### config.mk
export PLATFORM = sky130hd
export DESIGN_NAME = isvf_cmul
export DESIGN_NICKNAME = d
export VERILOG_FILES = /design/src/hw/rtl/isvf_pkg.sv /design/src/hw/rtl/isvf_cmul.sv
export VERILOG_INCLUDE_DIRS = /design/src /design/src/hw/rtl
export SDC_FILE = /design/constraint.sdc
export NUM_CORES = 2
export LEC_CHECK = 0
export ABC_AREA = 1
export BUFFER_PORTS_ARGS = -buffer_cell sky130_fd_sc_hd__buf_4
export CAP_MARGIN = 20
export CORE_UTILIZATION = 61
export DETAILED_ROUTE_END_ITERATION = 12
export GPL_ROUTABILITY_DRIVEN = 0
export GPL_TIMING_DRIVEN = 1
export HOLD_SLACK_MARGIN = 0.03
export PLACE_DENSITY = 0.85
export SKIP_LAST_GASP = 1
export SLEW_MARGIN = 30
export SYNTH_ARGS = -nofsm -noshare
export SYNTH_HDL_FRONTEND = slang
export SYNTH_SLANG_ARGS = --single-unit
### constraint.sdc
create_clock -name clk -period 14.5 [get_ports clk]
set_input_delay 1.45 -clock clk [delete_from_list [all_inputs] [get_ports clk]]
set_output_delay 1.45 -clock clk [all_outputs]
set_load 0.02 [all_outputs]
### src/hw/rtl/improved_svf_multimode_assert.svh
// Assertion macros shared by the filter's RTL files.
`ifndef IMPROVED_SVF_MULTIMODE_ASSERT_SVH
`define IMPROVED_SVF_MULTIMODE_ASSERT_SVH

// Clocked check that is switched off while reset is held.
`define ISVF_ASSERT(lbl, prop, msg) \
  lbl: assert property (@(posedge clk) disable iff (!rst_n) prop) \
    else $error(msg);

// Clocked check that also holds while reset is held.
`define ISVF_ASSERT_ALWAYS(lbl, prop, msg) \
  lbl: assert property (@(posedge clk) prop) \
    else $error(msg);

`endif

### src/hw/rtl/isvf_pkg.sv
// Shared types and constants for the state variable filter.
`default_nettype none

package isvf_pkg;

  // Configuration register indices.
  localparam int CFG_IDX_W = 2;
  localparam logic [CFG_IDX_W-1:0] REG_CUTOFF  = 2'd0;
  localparam logic [CFG_IDX_W-1:0] REG_DAMPING = 2'd1;
  localparam logic [CFG_IDX_W-1:0] REG_GAIN    = 2'd2;

  // Damping reset value, about the square root of two, with 16 fraction bits.
  localparam int DAMP_RESET_Q16 = 92682;
  localparam int DAMP_RESET_FRAC = 16;

  // Phases of the shared coefficient multiplier.
  typedef enum logic [2:0] {
    MP_IDLE,
    MP_LO,
    MP_HI,
    MP_SUM,
    MP_NEG
  } mph_t;

  // Steps of the per-sample sequencer.
  typedef enum logic [3:0] {
    ST_IDLE,
    ST_V,
    ST_HP_GO,
    ST_HP,
    ST_U1_GO,
    ST_U1,
    ST_BP,
    ST_S1,
    ST_U2,
    ST_LP,
    ST_AP,
    ST_OUT
  } st_t;

endpackage

`default_nettype wire

### src/hw/rtl/isvf_cmul.sv
// Shared multiplier: signed value times unsigned coefficient, rounded and saturated.
`default_nettype none
`include "improved_svf_multimode_assert.svh"

module isvf_cmul
  import isvf_pkg::*;
#(
  parameter int MW = 54,  // operand width, signed
  parameter int KW = 26,  // coefficient width, unsigned
  parameter int F  = 16,  // coefficient fraction bits
  parameter int IW = 52   // result width, signed
) (
  input  wire                  clk,
  input  wire                  rst_n,
  input  wire                  start,
  input  wire signed [MW-1:0]  op_a,
  input  wire        [KW-1:0]  coeff,
  output logic                 done,
  output logic signed [IW-1:0] result
);

  localparam int HW  = (MW + 1) / 2;
  localparam int HIW = MW - HW;
  localparam int PLW = HW + KW;
  localparam int PHW = HIW + KW;
  localparam int PW  = MW + KW + 1;
  localparam int QW  = PW - F;
  localparam logic [PW-1:0] ROUND = {{(PW-F){1'b0}}, 1'b1, {(F-1){1'b0}}};
  localparam logic [QW-1:0] CAP   = {{(QW-IW+1){1'b0}}, {(IW-1){1'b1}}};

  mph_t phase_r, phase_nxt;

  logic          ld_op, do_lo, do_hi, do_sum, do_neg;
  logic          neg_r;
  logic [MW-1:0] mag_r;
  logic [KW-1:0] coef_r;
  logic [PLW-1:0] plo_r;
  logic [PHW-1:0] phi_r;
  logic [PW-1:0]  acc_r;
  logic [IW-2:0]  mres_r;
  logic [PW-1:0]  sum;
  logic [QW-1:0]  quo;
  logic           done_r;

  // Next phase.
  always_comb begin
    phase_nxt = phase_r;
    case (phase_r)
      MP_IDLE: if (start) phase_nxt = MP_LO;
      MP_LO:   phase_nxt = MP_HI;
      MP_HI:   phase_nxt = MP_SUM;
      MP_SUM:  phase_nxt = MP_NEG;
      MP_NEG:  phase_nxt = MP_IDLE;
      default: phase_nxt = MP_IDLE;
    endcase
  end

  // Phase decode.
  always_comb begin
    ld_op  = 1'b0;
    do_lo  = 1'b0;
    do_hi  = 1'b0;
    do_sum = 1'b0;
    do_neg = 1'b0;
    case (phase_r)
      MP_IDLE: ld_op  = start;
      MP_LO:   do_lo  = 1'b1;
      MP_HI:   do_hi  = 1'b1;
      MP_SUM:  do_sum = 1'b1;
      MP_NEG:  do_neg = 1'b1;
      default: ;
    endcase
  end

  always_ff @(posedge clk) begin
    if (!rst_n) begin
      phase_r <= MP_IDLE;
      done_r  <= 1'b0;
    end else begin
      phase_r <= phase_nxt;
      done_r  <= do_neg;
    end
  end

  // Combine the two partial products and round to the coefficient's fraction.
  assign sum = acc_r + (PW'(phi_r) << HW);
  assign quo = sum[PW-1:F];

  // Operand capture, two partial products, rounding, saturation and sign restore.
  always_ff @(posedge clk) begin
    if (ld_op) begin
      neg_r  <= op_a[MW-1];
      mag_r  <= op_a[MW-1] ? (MW'(0) - op_a) : op_a;
      coef_r <= coeff;
    end
    if (do_lo) begin
      plo_r <= mag_r[HW-1:0] * coef_r;
    end
    if (do_hi) begin
      acc_r <= PW'(plo_r) + ROUND;
      phi_r <= mag_r[MW-1:HW] * coef_r;
    end
    if (do_sum) begin
      mres_r <= (quo > CAP) ? CAP[IW-2:0] : quo[IW-2:0];
    end
    if (do_neg) begin
      result <= neg_r ? (IW'(0) - {1'b0, mres_r}) : {1'b0, mres_r};
    end
  end

  assign done = done_r;

  `ISVF_ASSERT(a_start_idle, start |-> phase_r == MP_IDLE,
               "multiplier started while busy")
  `ISVF_ASSERT(a_done_after_neg, done_r |-> $past(phase_r == MP_NEG),
               "done without a sign restore phase")
  `ISVF_ASSERT(a_lo_after_start, phase_r == MP_LO |-> $past(start),
               "low partial product without a start")

endmodule

`default_nettype wire
---- Yosys cells after proc, flatten, opt, wreduce, memory -nomap -nowiden ----
Index checks and enable logic that the tools add are counted.
storage, ports and cells
  register bits after elaboration ......... 375
  input bits .............................. 83
  word-level logic and storage cells ...... 34
cells by class
  $add $sub $neg .......................... 4
  multipliers ............................. 2
  $lt $le $gt $ge ......................... 1
  equal/unequal tests ..................... 5
  mux-type cells .......................... 9
  reductions and logical operators ........ 1
operator list
  kind                    number
  $mul 27x26->53          2
  $add 81x80->81          1
  $gt 65x51->1 const B    1
  $add 53x16->54 const B  1
  $sub 1x54->54 const A   1
  $mux 53                 1
  $sub 1x51->52 const A   1
  $mux 51                 1
  $pmux 3 s4              1
  $eq 3x2->1 const B      2
  $mux 1                  5
  $eq 3x1->1 const B      1
  $eq 3x3->1 const B      1
  $logic_not 3->1         1
  $mux 3                  1
  $ne 2x2->1 const B      1

---- Longest topological paths before layout ----
  depth after elaboration ................. 2
  depth in mapped cells ................... 34
  mapped depth without buffers ............ 32

---- Worst setup path before layout ----
OpenSTA, ideal clock, no wires.
  kind .................................... input port to flip-flop
  start point ............................. input start
  end point ............................... register coef_r[0] (enable)
  library setup time ...................... 619 ps
  arrival ................................. 6965 ps
  data required time ...................... 13881 ps
  slack ................................... 6916 ps
  stages .................................. 2
  buffers on the path ..................... 0
  cell sequence ........................... inv_1 > nor3_1
on the way
  cells in the longest elaborated chain, start to end .. 1
RTL lines
  item                    line             text
  start: declaration      isvf_cmul.sv:15  input wire start,
  $mux 1                  isvf_cmul.sv:65  case (phase_r)
  named net ld_op         isvf_cmul.sv:33  logic ld_op, do_lo, do_hi, do_sum, do_neg;
  end signal: assignment  isvf_cmul.sv:94  coef_r <= coeff;
  end: declaration        isvf_cmul.sv:36  logic [KW-1:0] coef_r;
The timed path passes the listed nets, and every way through them passes these cells.
A chain may end at the register's enable or synchronous reset.

---- Worst setup path in the final report ----
  start point ............................. register coef_r[5]
  end point ............................... register phi_r[51], data pin
on the way
  cells in the longest elaborated chain, start to end .. 1
RTL lines
  item                    line              text
  $mul 27x26->53          isvf_cmul.sv:101  phi_r <= mag_r[MW-1:HW] * coef_r;
  end signal: assignment  isvf_cmul.sv:101
  end: declaration        isvf_cmul.sv:38   logic [PHW-1:0] phi_r;
No other way between the ends.

==> flow_summary.toml <==
[run_status]
status = "finished clean"

[logic_synthesis]
netlist-cell-type-count = 49
yosysMostFrequentCell = "inv_1"
synth_fp_nets = 9612
synth-main-ff-cell = "edfxtp_1"
avgSynthCellArea_sq_um = 8.07
synth_top_area_share_pct = 37.4
synthTopCellsByArea = "fa_1 37%, edfxtp_1 15%, inv_1 14%"
netlist_area_sq_um = 63900
synth_edf_count = 313
synthCells = 7923
ys_ff_latch = 317
yosysTopAreaCell = "fa_1"
async_flop_share_pct = 0
synth_seq_area_share_pct = 14.8
synth_warnings = 0
synth_common_cells = "2356 x inv_1, 1910 x nand2_1, 1196 x fa_1"

[timing]
slew_viol_final = 0
fin_crit_sh_pct = 53.4
grt_setup_unrepaired = "false"
setup_ws_ns = 6.75
max-slew-margin-rel_pct = 34.8
min_period_ns = 7.75
skew_ns = 0.0618
fin_tns_setup_ns = 0
hold_violations = 0
fmax_mhz = 129
worst_slew_pin_slew_ns = 0.978
timing.hold.ws_ns = 0.466
setup_violations = 0

[floorplanning]
initial_core_util_pct = 61.7
die_h_um = 326
core_sq_um = 104000
pin_count = 136
row_count = 118
die_w_um = 326
die_area_sq_um = 106000

[clocking]
cts_tree = "built"
clock_latency_ns = 0.64
htree_levels = 2
path_clk_slew_ns = 0.06
clockRootBuffer = "clkbuf_16"
cts_hold_buf = 0
cts_resized = 0
clockBufferDepth = 3
cts_buffers = 39
cts_setup_buffers = 0
clkSinkCount = 317

[global_route]
track_usage_pct = 33.2
grt_start_max_net_pins = 64
grt_pass1_wl_mm = 279
grt_pass1_vias = 56058
antenna_found_initial = 4
grt-ovfl-total = 0

[layout]
layout-drive-gt1-share_pct = 4.44
nNetsFinal = 9544
n_fill_cell = 7994
syn2layout_area_growth_pct = 5.63
postLayoutCoreUtil_pct = 65.2

[worst_setup_path]
r2r_slack_ns = 6.75
critical_path_required_ns = 14.84
reg2regPathDepth = 22
endpoint_kind = "flip-flop"
worstSetupStartpointType = "flip-flop"
path_max_fanout = 40
r2r_end = "phi_r[51]"
crit_start = "coef_r[5]"
cp.arrival_ns = 8.09
r2r_start = "coef_r[5]"
critPathKind = "flip-flop to flip-flop"
worstSetupEndpoint = "phi_r[51]"

[run]
maxCapViolCount = 0

[place]
port_buffers = 135
pre_cts_slack_ns = 7.01
dpl.hpwl_mm = 133

[detailed_routing]
firstDrtPassIters = 9
wl_per_cell_um = 18.5
via_per_inst = 5.62
wl_mm = 172
drtIter0Drc = 5410
ant_nets = 0
drc = 0
routed-via-count = 52070

[min_path]
min_path_type = "flip-flop to flip-flop"
per-layer routing:
metal / wire length [um] / part of all wire, % / vias to the layer above / GRT usage [%]
li1: - / - / 22632 / -
met1: 59100 / 34 / 24863 / 40.3
met2: 79100 / 46 / 3641 / 54.4
met3: 22400 / 13 / 924 / 8.99
met4: 10900 / 6.3 / 10 / 17.3
met5: 103 / 0.060 / - / 0
how the worst min path moves through the flow:
stage | startpoint | end | slack, ns | cells past startpoint
after floorplan | mres_r[0] | result[0] | 0.43 | 0
after global placement | mres_r[0] | result[0] | 0.45 | 0
after detailed placement | mres_r[0] | result[0] | 0.45 | 0
after CTS | mres_r[0] | result[0] | 0.47 | 0
after global routing | mres_r[0] | result[0] | 0.49 | 0
final | mres_r[0] | result[0] | 0.47 | 0
sequential cells by signal, indices dropped and copies added (netlist names), 3 cells and up:
| signal | cells |
|---|---|
| phi_r | 53 |
| result | 52 |
| acc_r | 38 |
| phase_r | 3 |
| plo_r | 38 |
| coef_r | 26 |
| mag_r | 54 |
| mres_r | 51 |
placed cells by master, fill, tap and decap left out, types with 135 or more instances in the layout:
cell type	Yosys	final
o21ai_0	135	135
ha_1	410	410
nor2_1	350	349
fa_1	1196	1196
nand3_1	155	155
a21oi_1	161	161
nand2_1	1910	1910
xor2_1	154	154
inv_1	2356	2356
buf_4	0	198
edfxtp_1	313	313
stage by stage:
step | cells | cell area [sq um]
floorplan | 7923 | 63900
global placement | 9162 | 65800
detailed placement | 9192 | 66200
CTS | 9264 | 67500
global route | 9266 | 67500
finish | 9267 | 67500
final cells by class:
| cell class | instances | area (sq um) | area share [%] |
|---|---|---|---|
| antenna | 1 | 2.50 | 0.00371 |
| clock buffer | 41 | 983 | 1.46 |
| clock inverter | 31 | 313 | 0.463 |
| inverter | 2365 | 8880 | 13.1 |
| multi-input combinational | 4902 | 44300 | 65.5 |
| sequential | 317 | 9480 | 14.0 |
| tap | 1380 | 1730 | 2.56 |
| timing repair buffer | 230 | 1900 | 2.81 |
worst max-delay path, cell delays in order (launching register included):
cell and delay [ns]:
edfxtp_1 0.83, buf_4 0.65, nand2_1 0.16, fa_1 0.56
inv_1 0.05, fa_1 0.49, inv_1 0.07, fa_1 0.52
fa_1 0.53, inv_1 0.06, fa_1 0.46, fa_1 0.55
inv_1 0.05, fa_1 0.54, inv_1 0.05, ha_1 0.40
a21o_1 0.23, a31oi_1 0.29, o21ai_0 0.16, o21bai_1 0.19
a21oi_1 0.29, o21ai_0 0.15, xor2_1 0.17
cell families after synthesis:
| logic type | synth area share, % |
|---|---|
| simple gates | 16.4 |
| buf+inv | 16.0 |
| xor+xnor | 3.60 |
| flops | 14.8 |
| fa+ha+maj | 45.5 |
| compound gates | 3.66 |
Power is left out: the tool's default activity adds up to more than one toggle a clock period on the data nets, which glitch-free logic cannot reach.
